===== src/sv/medenc_pkg.sv =====
`timescale 1ns / 1ps
`default_nettype none
// ----------------------------------------------------------------------------
// medenc_pkg
// Shared constants for the MIDI note-event delta encoder: tick width,
// variable-length group layout and status byte codes.
// ----------------------------------------------------------------------------
package medenc_pkg;

  localparam int TICK_BITS  = 28;
  localparam int FIELD_TICK = 28;
  localparam int GROUP_BITS = 7;
  localparam int NUM_GROUPS = (TICK_BITS + GROUP_BITS - 1) / GROUP_BITS;
  localparam int PAD_BITS   = NUM_GROUPS * GROUP_BITS;
  localparam int TOP_BITS   = TICK_BITS - (NUM_GROUPS - 1) * GROUP_BITS;
  localparam int CNT_W      = $clog2(NUM_GROUPS + 1);

  localparam logic [GROUP_BITS-1:0] GROUP_MASK = {GROUP_BITS{1'b1}};
  localparam logic [GROUP_BITS-1:0] TOP_MASK   = GROUP_BITS'((1 << TOP_BITS) - 1);

  localparam logic [3:0] STATUS_ON     = 4'h9;
  localparam logic [3:0] STATUS_OFF    = 4'h8;
  localparam logic [3:0] CHANNEL_RESET = 4'd9;

endpackage
`default_nettype wire


===== src/sv/midi_event_delta_encoder_core.sv =====
`timescale 1ns / 1ps
`default_nettype none
// ----------------------------------------------------------------------------
// midi_event_delta_encoder_core
// Forms the tick delta to the previous event seven bits per cycle and sends
// it as a variable-length quantity, then status, note and velocity bytes.
// ----------------------------------------------------------------------------
// Items are taken one at a time: the input stalls through the digit-serial
//   subtract, the group shift register and the byte phase, until the
//   velocity byte of the item is issued.
// Output stalls hold the byte phase for as long as they last.
// Reset: previous tick clears to zero, channel returns to 9, no item pending.

module midi_event_delta_encoder_core (
  input  wire logic        clk_i,
  input  wire logic        rst_ni,
  input  wire logic        midi_channel_we_i,
  input  wire logic [3:0]  midi_channel_i,
  input  wire logic        in_valid_i,
  output logic             in_stall_o,
  input  wire logic [27:0] event_tick_i,
  input  wire logic        note_on_i,
  input  wire logic [6:0]  note_number_i,
  input  wire logic [6:0]  velocity_i,
  output logic             out_valid_o,
  input  wire logic        out_stall_i,
  output logic [7:0]       out_byte_o,
  output logic             last_byte_o
);

  localparam int GB = medenc_pkg::GROUP_BITS;
  localparam int PW = medenc_pkg::PAD_BITS;
  localparam int CW = medenc_pkg::CNT_W;

  typedef enum logic [2:0] {
    ST_IDLE,
    ST_SUB,
    ST_DELTA,
    ST_STATUS,
    ST_NOTE,
    ST_VEL
  } state_e;

  state_e         state_q, state_d;
  logic [3:0]     chan_q, chan_d;
  logic [PW-1:0]  tick_q, tick_d;
  logic [PW-1:0]  prev_q, prev_d;
  logic [PW-1:0]  delta_q, delta_d;
  logic           borrow_q, borrow_d;
  logic [CW-1:0]  cnt_q, cnt_d;
  logic [CW-1:0]  grp_q, grp_d;
  logic           on_q, on_d;
  logic [6:0]     note_q, note_d;
  logic [6:0]     vel_q, vel_d;
  logic           oval_q, oval_d;
  logic [7:0]     obyte_q, obyte_d;
  logic           olast_q, olast_d;

  logic           in_acc;
  logic           out_free;
  logic [GB:0]    diff;
  logic [GB-1:0]  dig;
  logic           top_dig;
  logic [GB-1:0]  head;

  assign in_acc   = in_valid_i && (state_q == ST_IDLE);
  assign out_free = !oval_q || !out_stall_i;
  assign top_dig  = (cnt_q == CW'(medenc_pkg::NUM_GROUPS - 1));
  assign diff     = {1'b0, tick_q[GB-1:0]} - {1'b0, prev_q[GB-1:0]} - {{GB{1'b0}}, borrow_q};
  assign dig      = diff[GB-1:0] & (top_dig ? medenc_pkg::TOP_MASK : medenc_pkg::GROUP_MASK);
  assign head     = delta_q[PW-1 -: GB];

  always_comb begin
    state_d  = state_q;
    chan_d   = midi_channel_we_i ? midi_channel_i : chan_q;
    tick_d   = tick_q;
    prev_d   = prev_q;
    delta_d  = delta_q;
    borrow_d = borrow_q;
    cnt_d    = cnt_q;
    grp_d    = grp_q;
    on_d     = on_q;
    note_d   = note_q;
    vel_d    = vel_q;
    oval_d   = oval_q && out_stall_i;
    obyte_d  = obyte_q;
    olast_d  = olast_q;

    case (state_q)
      ST_IDLE: begin
        if (in_acc) begin
          tick_d   = PW'(event_tick_i[medenc_pkg::TICK_BITS-1:0]);
          on_d     = note_on_i;
          note_d   = note_number_i;
          vel_d    = note_on_i ? velocity_i : 7'd0;
          borrow_d = 1'b0;
          cnt_d    = '0;
          grp_d    = CW'(1);
          state_d  = ST_SUB;
        end
      end
      ST_SUB: begin
        tick_d   = tick_q >> GB;
        prev_d   = (prev_q >> GB) | (PW'(tick_q[GB-1:0]) << (PW - GB));
        delta_d  = (delta_q >> GB) | (PW'(dig) << (PW - GB));
        borrow_d = diff[GB];
        if (dig != '0) begin
          grp_d = cnt_q + CW'(1);
        end
        if (top_dig) begin
          cnt_d   = CW'(medenc_pkg::NUM_GROUPS);
          state_d = ST_DELTA;
        end else begin
          cnt_d = cnt_q + CW'(1);
        end
      end
      ST_DELTA: begin
        if (cnt_q != grp_q) begin
          delta_d = delta_q << GB;
          cnt_d   = cnt_q - CW'(1);
        end else if (out_free) begin
          oval_d  = 1'b1;
          obyte_d = {(cnt_q != CW'(1)), head};
          olast_d = 1'b0;
          delta_d = delta_q << GB;
          cnt_d   = cnt_q - CW'(1);
          grp_d   = grp_q - CW'(1);
          if (cnt_q == CW'(1)) begin
            state_d = ST_STATUS;
          end
        end
      end
      ST_STATUS: begin
        if (out_free) begin
          oval_d  = 1'b1;
          obyte_d = {(on_q ? medenc_pkg::STATUS_ON : medenc_pkg::STATUS_OFF), chan_q};
          olast_d = 1'b0;
          state_d = ST_NOTE;
        end
      end
      ST_NOTE: begin
        if (out_free) begin
          oval_d  = 1'b1;
          obyte_d = {1'b0, note_q};
          olast_d = 1'b0;
          state_d = ST_VEL;
        end
      end
      ST_VEL: begin
        if (out_free) begin
          oval_d  = 1'b1;
          obyte_d = {1'b0, vel_q};
          olast_d = 1'b1;
          state_d = ST_IDLE;
        end
      end
      default: begin
        state_d = ST_IDLE;
      end
    endcase
  end

  always_ff @(posedge clk_i or negedge rst_ni) begin
    if (!rst_ni) begin
      state_q  <= ST_IDLE;
      chan_q   <= medenc_pkg::CHANNEL_RESET;
      prev_q   <= '0;
      oval_q   <= 1'b0;
      borrow_q <= 1'b0;
      cnt_q    <= '0;
      grp_q    <= '0;
    end else begin
      state_q  <= state_d;
      chan_q   <= chan_d;
      prev_q   <= prev_d;
      oval_q   <= oval_d;
      borrow_q <= borrow_d;
      cnt_q    <= cnt_d;
      grp_q    <= grp_d;
    end
  end

  always_ff @(posedge clk_i) begin
    tick_q  <= tick_d;
    delta_q <= delta_d;
    on_q    <= on_d;
    note_q  <= note_d;
    vel_q   <= vel_d;
    obyte_q <= obyte_d;
    olast_q <= olast_d;
  end

  assign in_stall_o  = (state_q != ST_IDLE);
  assign out_valid_o = oval_q;
  assign out_byte_o  = obyte_q;
  assign last_byte_o = olast_q;

endmodule
`default_nettype wire


===== config.mk =====
export PLATFORM = sky130hd
export DESIGN_NAME = midi_event_delta_encoder_core
export DESIGN_NICKNAME = d
export VERILOG_FILES = /design/src/sv/medenc_pkg.sv /design/src/sv/midi_event_delta_encoder_core.sv
export SDC_FILE = /design/constraint.sdc
export NUM_CORES = 1
export LEC_CHECK = 0
export BUFFER_PORTS_ARGS = -buffer_cell sky130_fd_sc_hd__buf_2
export CORE_ASPECT_RATIO = 1.75
export CORE_MARGIN = 4
export CORE_UTILIZATION = 40
export CTS_CLUSTER_SIZE = 16
export DETAILED_ROUTE_END_ITERATION = 8
export GPL_TIMING_DRIVEN = 0
export HOLD_SLACK_MARGIN = 0.05
export PLACE_DENSITY_LB_ADDON = 0.1
export SYNTH_ARGS = -nofsm -noshare
export SYNTH_HDL_FRONTEND = slang
export SYNTH_SLANG_ARGS = --single-unit

===== constraint.sdc =====
create_clock -name clk_i -period 4 [get_ports clk_i]
set_input_delay 1.2 -clock clk_i [delete_from_list [all_inputs] [get_ports clk_i]]
set_output_delay 1.2 -clock clk_i [all_outputs]
set_load 0.02 [all_outputs]

== After elaboration in Yosys (flattened, before gate mapping) ==
Cells that the tools add are included.
Cells by class
  $add $sub $neg: 5
  muxes and demuxes: 39
  reduce and logical (&&, ||, !) cells: 23
  bitwise logic cells: 2
  eq/ne operators: 19
Operators with widths (count)
  $pmux 28 s2: 2
  $mux 28: 3
  $or 21x28->28: 2
  $mux 3: 15
  $mux 8: 5
  $pmux 8 s4: 1
  $ne 2x2->1 const B: 9
  $pmux 3 s3: 2
  $pmux 3 s6: 1
  $eq 3x2->1 const B: 3
  $reduce_bool 3->1: 3
  $reduce_and 8->1: 1
  $sub 7x7->8: 1
  $sub 8x1->8: 1
  $mux 1: 7
  $reduce_bool 7->1: 1
  $eq 3x1->1 const B: 2
  $eq 3x3->1 const B: 2
  $reduce_and 2->1: 3
  $reduce_and 3->1: 2
  $reduce_and 6->1: 1
  $sub 3x1->3 const B: 2
  $reduce_and 5->1: 1
  $pmux 1 s2: 2
  13 further kinds: 16
Storage, ports and cells
  bits in registers: 123
  input port bits: 52
  output and inout bits: 11
  logic and storage cells: 102

== Depth between registers and ports, before layout ==
Gate-level depths: netlist (run 1).
  word-level depth: 5
  depth in mapped cells: 9

== Least setup slack after synthesis (run 1) ==
No wires, ideal clock.
  kind: register -> register
  from: reg tick_q[0]
  to: reg grp_q[2]
  period minus slack after synthesis: 2827 ps
  path slack: 1173 ps
  stages on the path, launching flop included: 9
  path buffers: 0
  data arrival time: 2702 ps
  path through: edfxtp_1 > fa_1 > fa_1 > nand2b_4 > a2111oi_4 > nor3_4 > xnor2_2 > a311oi_4 > mux2_4
Between the ends
  word-level cells in the longest chain between the ends: 5
RTL lines
  start: declaration: RTL line midi_event_delta_encoder_core.sv:46  | logic [PW-1:0] tick_q, tick_d;
  start signal: assignment: RTL line midi_event_delta_encoder_core.sv:184  | tick_q <= tick_d;
  $sub 7x7->8: RTL line midi_event_delta_encoder_core.sv:69  | assign diff = {1'b0, tick_q[GB-1:0]} - {1'b0, prev_q[GB-1:0]} - {{GB{1'b0}}, borrow_q};
  $sub 8x1->8: RTL line midi_event_delta_encoder_core.sv:69
  $reduce_bool 7->1: RTL line midi_event_delta_encoder_core.sv:107  | if (dig != '0) begin
  $ne 2x2->1 (no line)
  $reduce_and 5->1 (no line)
  end signal: assignment: RTL line midi_event_delta_encoder_core.sv:179  | grp_q <= grp_d;
  end: declaration: RTL line midi_event_delta_encoder_core.sv:51  | logic [CW-1:0] grp_q, grp_d;
Every way passes these cells.
A chain may end at the register's enable or synchronous reset.

== Worst setup path in the final report (run 1) ==
  from: reg state_q[2]
  to: reg delta_q[24] (enable)
Between the ends
  word-level cells in the longest chain between the ends: 3
RTL lines
  start: declaration: RTL line midi_event_delta_encoder_core.sv:44  | state_e state_q, state_d;
  start signal: assignment: RTL line midi_event_delta_encoder_core.sv:173  | state_q <= state_d;
  $eq 3x2->1 or $eq 3x1->1 (tied branches): RTL line midi_event_delta_encoder_core.sv:89  | case (state_q)
  $ne 3x3->1 (no line) or $reduce_bool 2->1 (tied branches)
  $reduce_and 2->1 (no line) (*)
  end signal: assignment: RTL line midi_event_delta_encoder_core.sv:185  | delta_q <= delta_d;
  end: declaration: RTL line midi_event_delta_encoder_core.sv:48  | logic [PW-1:0] delta_q, delta_d;
Every way passes the cells marked *; elsewhere a longest branch is shown, timed or not.

==> results of run 1 <==
state kept, by name, summed over array words and instances (netlist names), 4 cells and up:
register,flops
delta_q,28
prev_q,28
tick_q,28
out_byte_o,8
note_q,7
vel_q,7
chan_q,4
routing by layer:
metal / vias to the layer above / track usage, %
met2: 77 / 31.27
met3: 15 / 3.489
met1: 1886 / 16.18
met5: - / 0
li1: 1960 / -
met4: 0 / 6.124
stage by stage:
| stage | std cells | power [mW] | worst slack [ps] |
|---|---|---|---|
| floorplan | 536 | 4.167 | 1173 |
| global placement | 775 | 4.839 | 692.8 |
| detailed placement | 775 | 4.898 | 648.8 |
| CTS | 807 | 6.499 | 656.3 |
| global route | 807 | 6.875 | 431.0 |
| finish | 807 | 6.420 | 751.5 |
cell type report:
cell class,instances,area [um2],share of cell area [%]
inverters,25,93.84,1.371
plain buffers,25,100.1,1.462
well taps,177,221.5,3.235
clock buffers,20,436.7,6.378
multi-input cells,363,2032,29.68
clock inverters,12,171.4,2.504
flip-flops and latches,123,3481,50.84
repair buffers,62,310.3,4.532
power breakdown:
| part | leakage [nW] | switching [mW] | internal (mW) |
|---|---|---|---|
| registers | 1.30 | 0.246 | 2.15 |
| clock network | 0.292 | 0.553 | 1.04 |
| logic | 1.45 | 1.57 | 0.865 |
worst max-delay path, stage by stage, from the launching register on:
cell and delay (ps):
dfrtp_1 330, buf_2 210, nor2_1 110, nand2_1 180, clkbuf_1 450, clkbuf_1 570, nand2_1 870
logic make-up after synthesis:
family	count (synthesis)	share of synthesized area, %
DFF	123	61.00
adders and majority gates	17	3.990
xor gates and xnor gates	10	1.798
AOI/OAI and AO/OA	62	7.192
buffers and inverters	50	3.398
muxes	21	3.859
and+or+nand+nor	253	18.77
path summary, 6_finish.rpt:
path	startpoint	end	slack (ps)	cells past startpoint
worst max-delay path	state_q[2]	delta_q[24]	750	6
max in group asynchronous	rst_ni	out_valid_o	2390	1
min in group asynchronous	rst_ni	prev_q[18]	970	1
worst min-delay path	prev_q[17]	prev_q[10]	470	2
worst max register to register	state_q[2]	delta_q[24]	750	6
worst min register to register	prev_q[17]	prev_q[10]	470	2
Yosys cell counts, types with 2 or more instances:
master    instances  area, um2
a21o_1            2      15.01
a21oi_1          11      55.05
mux2i_1          16      160.2
fa_1              2      40.04
nor2b_1           4      25.02
clkbuf_1         19      71.32
o21ai_0          27      135.1
o211ai_1          5      37.54
nor3_1            3      15.01
nor2_1           14      52.55
dfrtp_1          41       1026
xnor2_1           7      61.31
nand2_1         199      747.0
dfstp_2           2      52.55
nand3_1           4      20.02
edfxtp_1         80       2402
ha_1             15      187.7
o22ai_1           5      31.28
a221oi_1          2      17.52
and2_1           21      131.4
inv_1            25      93.84
mux2_2            4      45.04
a211oi_1          2      15.01
buf_2             5      25.02
==> results.toml, run 1 <==
[pwr]
irDropWorstVdd_v = 0.0005037
power_density_mw_per_mm2 = 937.7
p_leak_nw = 3.042

[worst_hold_path]
hp-class = "reg2reg"

[place]
dp_hpwl_mm = 9.375
placed_area_mm2 = 0.006238
port_buffers = 62
gp_congestion = 0.8136

[drt]
route.detailed.drc = 0
wirelength_mm = 12.65
viasPerCell = 4.880
met1_length_mm = 4.641
drt-initial-drc-count = 99
ant_nets = 0
num_vias = 3938
met3_wirelength_um = 444
first_pass_iters = 5
wl_met2_mm = 7.294
top_layer = "met4"
wire_per_inst_um = 15.67

[clocking]
cts_root_buf = "clkbuf_16"
cts_made_buffers = 17
cts.clk_slew.worst_paths_ps = 50
post_cts_resized = 0
numClockSinks = 123
h-tree-depth = 4
clock_latency_ps = 410
ctsHoldBuffers = 0
post_cts_buffers = 0
cts_tree = "done"
clockBufferDepth = 2

[status]
status = "finished, final reports clean"

[synth]
syn-cell-area_mm2 = 0.005707
synth_flop_cell = "edfxtp_1"
synth_cell_types = 45
yosys_warnings = 0
synth_fp_nets = 605
syn_inst = 536
synth_async_sr_flop_share_pct = 34.96
synth-edff-count = 80
synth-seq-cells = 123
synth.avg_cell_area_um2 = 10.65
ys_seq_area_share_pct = 61.00

[global_route]
track_usage_pct = 16.08
grt_max_degree = 44
grt_pass1_wl_mm = 20.47
overflow = 0
antenna_found_initial = 0
grt_pass1_vias = 4158

[critical_path]
cp_data_required_time_ps = 3880
worstSetupStartpointType = "flop"
cp-end-kind = "flop"
critPathMaxFanout = 28
worstPathArrival_ps = 3130
path_class = "reg2reg"

[timing]
fmax_mhz = 307.8
finalCriticalPeriod_ps = 3248
whs_ps = 468.0
finalCritPeriodShare_pct = 81.21
report.final.slew_viol_count = 0
finalSetupViolations = 0
rsz0062_at_grt = "no"
finalSetupTns_ps = 0
tightest_slew_ps = 1166
hold_viol = 0
slew_headroom_pct = 22.06
finClkSkew_ps = 7.771

[finish]
most-common-layout-cells = "199 x nand2_1, 80 x edfxtp_1, 67 x buf_2"
n_antenna_cell = 0
num-nets-final = 686
drive_gt1_share_pct = 17.78
fill_cells = 1333
layout_commonest_cell = "nand2_1"
area_growth_pct = 19.97
final_cell_area_mm2 = 0.006847
final_util_pct = 49.23

[flow_run]
maxCapViolations = 0

[floorplanning]
dieWidth_um = 98.29
rows = 57
core_area_mm2 = 0.01391
pin_count = 63
fp.dieArea_mm2 = 0.01632
die_y_um = 166.0
start_util_pct = 41.03
(Power assumes the default switching activity.)
==> run 2: changes to the inputs <==
Clock period 4 ns to 3.2 ns, I/O delays scaled along.
==> run 2 against run 1 <==
Count of clock-buffer cells in the layout unchanged. Hold slack barely moved. Global-route usage is the same. Worst setup slack worse by 610 ps. Die area is the same. Critical path depth rose by 2. Combinational power up 26%. Fmax is 6.4% higher. Sequential power increased by 25%. Via count hardly changed. Register-to-register slack worse by 610 ps.
==> results.toml, run 2 (synthesis gave the netlist of run 1 again) <==
[status]
status = "finished, final reports clean"

[critical_path]
path_class = "reg2reg"
worstPathCellList = "fa_1 -> fa_1 -> nand2b_4 -> a2111oi_4 -> nor3_4 -> xnor2_2 -> a311oi_4 -> mux2_4"
worstPathArrival_ps = 3340
cp_data_required_time_ps = 3490
path_buf_inv = 0
worstSetupStartpointType = "flop"
critPathMostFrequentCell = "fa_1"
critPathMaxFanout = 3
cp-end-kind = "flop"
crit_family = "adder cells"
crit_slowest_cell = "fa_1"
cpPeakStageDelay_ps = 500

[place]
gp_congestion = 0.8136
pre_cts_slack_ps = -151.2
dp_hpwl_mm = 9.375
placed_area_mm2 = 0.006238
port_buffers = 62

[floorplanning]
rows = 57
fp.dieArea_mm2 = 0.01632
dieWidth_um = 98.29
start_util_pct = 41.03
core_area_mm2 = 0.01391
die_y_um = 166.0
pin_count = 63

[clocking]
post_cts_buffers = 0
h-tree-depth = 4
cts_made_buffers = 17
clock_latency_ps = 410
ctsHoldBuffers = 0
numClockSinks = 123
cts_tree = "done"
clockBufferDepth = 2
cts_root_buf = "clkbuf_16"
cts.clk_slew.worst_paths_ps = 50

[drt]
viasPerCell = 4.879
wire_per_inst_um = 15.66
route.detailed.drc = 0
drt-initial-drc-count = 99
wirelength_mm = 12.64
ant_nets = 0
num_vias = 3937
first_pass_iters = 5

[finish]
top_regs = "delta_q (28), prev_q (28), tick_q (28)"
layout_commonest_cell = "nand2_1"
final_cell_area_mm2 = 0.006849
drive_gt1_share_pct = 17.94
fill_cells = 1332
final_util_pct = 49.25
num-nets-final = 686
most-common-layout-cells = "198 x nand2_1, 80 x edfxtp_1, 67 x buf_2"
n_antenna_cell = 0
area_growth_pct = 20.02

[timing]
tightest_slew_ps = 1017
finalCritPeriodShare_pct = 95.43
finalSetupViolations = 0
fin_ws_ps = 146.3
finalSetupTns_ps = 0
report.final.slew_viol_count = 0
slew_headroom_pct = 32.23
hold_viol = 0
rsz0062_at_grt = "no"
finClkSkew_ps = 7.772
fmax_mhz = 327.5
finalCriticalPeriod_ps = 3054

[worst_hold_path]
hp-class = "reg2reg"

[global_route]
antenna_found_initial = 0
overflow = 0
grt_pass1_vias = 4158
grt_pass1_wl_mm = 20.47
track_usage_pct = 16.08
grt_max_degree = 44

[pwr]
power_density_mw_per_mm2 = 1172
irDropWorstVdd_v = 0.0006295
p_leak_nw = 3.042

[flow_run]
maxCapViolations = 0
[run 2: layout make-up]
class / count / area (um2) / share of cell area [%]
well taps: 177 / 221.5 / 3.233
repair buffers: 62 / 310.3 / 4.531
flip-flops and latches: 123 / 3481 / 50.82
clock buffers: 20 / 436.7 / 6.376
multi-input cells: 363 / 2034 / 29.70
plain buffers: 25 / 100.1 / 1.461
clock inverters: 12 / 171.4 / 2.503
inverters: 25 / 93.84 / 1.370
[run 2: final timing paths]
path,from,to,slack [ps],depth (start not counted)
min in group asynchronous,rst_ni,prev_q[18],730,1
worst min-delay path,prev_q[17],prev_q[10],470,2
worst max-delay path,tick_q[0],grp_q[2],150,8
max in group asynchronous,rst_ni,out_valid_o,1830,1
worst min register to register,prev_q[17],prev_q[10],470,2
worst max register to register,tick_q[0],grp_q[2],150,8
[run 2: power by group]
group          internal (mW)  switching (mW)  leakage (nW)
clock                   1.30           0.691         0.292
sequential              2.68           0.308          1.30
combinational           1.08            1.96          1.45
total                   5.06            2.96          3.04
[run 2: through the flow]
step	std cells	hold slack [ps]	total power, mW
floorplan	536	438.6	5.209
global placement	775	447.8	6.048
detailed placement	775	457.7	6.123
CTS	807	470.2	8.123
global route	807	481.2	8.593
finish	807	468.0	8.024
[run 2: routing by layer]
layer	track usage (%)	up-vias	wire length, um
met4	6.124	0	265
li1	-	1960	-
met3	3.489	15	451
met5	0	-	0
met2	31.27	79	7289
met1	16.18	1883	4632
[run 2: worst reg2reg max path: stages (launching register included)]
cell and delay [ps]:
edfxtp_1 450, fa_1 500, fa_1 420, nand2b_4 170, a2111oi_4 430, nor3_4 90
xnor2_2 170, a311oi_4 370, mux2_4 330
[run 2: repair_timing]
action                                 CTS  global route
setup endpoints to repair               28             0
resized for setup                        1             0
endpoints found under the hold margin    0             0
==> run 3: changes to the inputs <==
Settings changed: CELL_PAD_IN_SITES_DETAIL_PLACEMENT set to 1, CELL_PAD_IN_SITES_GLOBAL_PLACEMENT set to 1, CORE_UTILIZATION 40 to 46.
==> run 3 against run 2 <==
Final area decreased by 1.2%. Critical path depth is the same. Total power fell by 1.6%. Cell count down 1.2%. Die area fell by 12%. Highest routed layer unchanged. Sequential share of layout area up 0.60 points.
==> results.toml, run 3 (synthesis gave the netlist of run 1 again) <==
[floorplanning]
start_util_pct = 47.28
rows = 53
core_area_mm2 = 0.01207
fp.dieArea_mm2 = 0.01432
dieWidth_um = 92.20
pin_count = 63
die_y_um = 155.3

[finish]
final_util_pct = 56.09
num-nets-final = 688
area_growth_pct = 18.61
layout_commonest_cell = "nand2_1"
top_regs = "delta_q (28), prev_q (28), tick_q (28)"
most-common-layout-cells = "198 x nand2_1, 80 x edfxtp_1, 67 x buf_2"
drive_gt1_share_pct = 17.88
final_cell_area_mm2 = 0.006769
n_antenna_cell = 0
fill_cells = 1384

[clocking]
h-tree-depth = 4
numClockSinks = 123
clock_latency_ps = 410
clockBufferDepth = 2
cts.clk_slew.worst_paths_ps = 60
cts_root_buf = "clkbuf_16"
cts_tree = "done"
ctsHoldBuffers = 0
cts_made_buffers = 17

[timing]
fin_ws_ps = 88.14
hold_viol = 0
fmax_mhz = 321.4
whs_ps = 468.4
slew_headroom_pct = 30.96
finalCriticalPeriod_ps = 3112
rsz0062_at_grt = "no"
report.final.slew_viol_count = 0
tightest_slew_ps = 1036
finalCritPeriodShare_pct = 97.25
finalSetupViolations = 0
finClkSkew_ps = 9.940

[drt]
wirelength_mm = 14.16
wire_per_inst_um = 17.77
ant_nets = 0
viasPerCell = 5.154
num_vias = 4108
drt-initial-drc-count = 125
first_pass_iters = 4
route.detailed.drc = 0

[flow_run]
maxCapViolations = 0

[global_route]
overflow = 0
grt_pass1_vias = 4539
track_usage_pct = 21.48
grt_pass1_wl_mm = 23.03
antenna_found_initial = 0
grt_max_degree = 44

[place]
gp_congestion = 0.7792
dp_hpwl_mm = 10.30
placed_area_mm2 = 0.006223
port_buffers = 62
pre_cts_slack_ps = -112.8

[critical_path]
cp-end-kind = "flop"
critPathMaxFanout = 3
crit_family = "adder cells"
worstPathCellList = "fa_1 -> fa_1 -> nand2b_4 -> a2111oi_4 -> nor3_4 -> xnor2_2 -> a311oi_4 -> mux2_4"
path_depth = 8
cpPeakStageDelay_ps = 540
worstPathArrival_ps = 3400
cp_data_required_time_ps = 3490
crit_slowest_cell = "fa_1"
path_class = "reg2reg"
reg2reg_depth = 8
worstSetupStartpointType = "flop"
path_buf_inv = 0
critPathMostFrequentCell = "fa_1"

[pwr]
irDropWorstVdd_v = 0.0005784
p_total_mw = 7.899
p_leak_nw = 3.025
power_density_mw_per_mm2 = 1167

[status]
status = "finished, final reports clean"

[worst_hold_path]
holdPathStages = 2
hp-class = "reg2reg"
## run 3: layout make-up
class	instances	area [um2]	area share, %
sequential	123	3481	51.42
inverter	25	93.84	1.386
timing repair buffer	64	325.3	4.806
clock buffer	25	486.7	7.190
multi-input combinational	363	2034	30.06
clock inverter	7	41.29	0.6100
tap	165	206.4	3.050
buffer	25	100.1	1.479
## run 3: worst paths after layout
check / slack, ps / startpoint / to
min reg2reg: 470 / prev_q[12] / prev_q[5]
min in group asynchronous: 720 / rst_ni / cnt_q[0]
min: 470 / prev_q[12] / prev_q[5]
max reg2reg: 90 / tick_q[0] / grp_q[2]
max in group asynchronous: 1820 / rst_ni / prev_q[24]
max: 90 / tick_q[0] / grp_q[2]
## run 3: per-layer routing
layer	part of all wire (%)	vias to the layer above	global-route usage, %
met5	0	-	0
met4	4.3	0	9.993
li1	-	1961	-
met1	34	2030	20.82
met2	59	89	41.84
met3	2.9	28	4.935
## run 3: what timing repair did
item | CTS | global route
setup endpoints to repair | 28 | 1
buffers inserted | 0 | 2
pin swaps | 0 | 1
resized for setup | 1 | 0
## run 3: worst min-delay path, delay by kind of cell, from the launching register on
kind,cells,cell delay (ps)
AND/OR/NAND/NOR,2,100
flip-flops,1,340
## run 3: power breakdown
| part | switching, mW | internal, mW |
|---|---|---|
| Combinational | 2.04 | 1.10 |
| Clock | 0.662 | 1.05 |
| Sequential | 0.361 | 2.68 |
## run 3: per-stage QoR
step	setup TNS (ps)	instances
final	0	797
after global routing	0	797
after CTS	0	795
after detailed placement	-3113	763
after global placement	-953.5	763
after floorplan	0	536
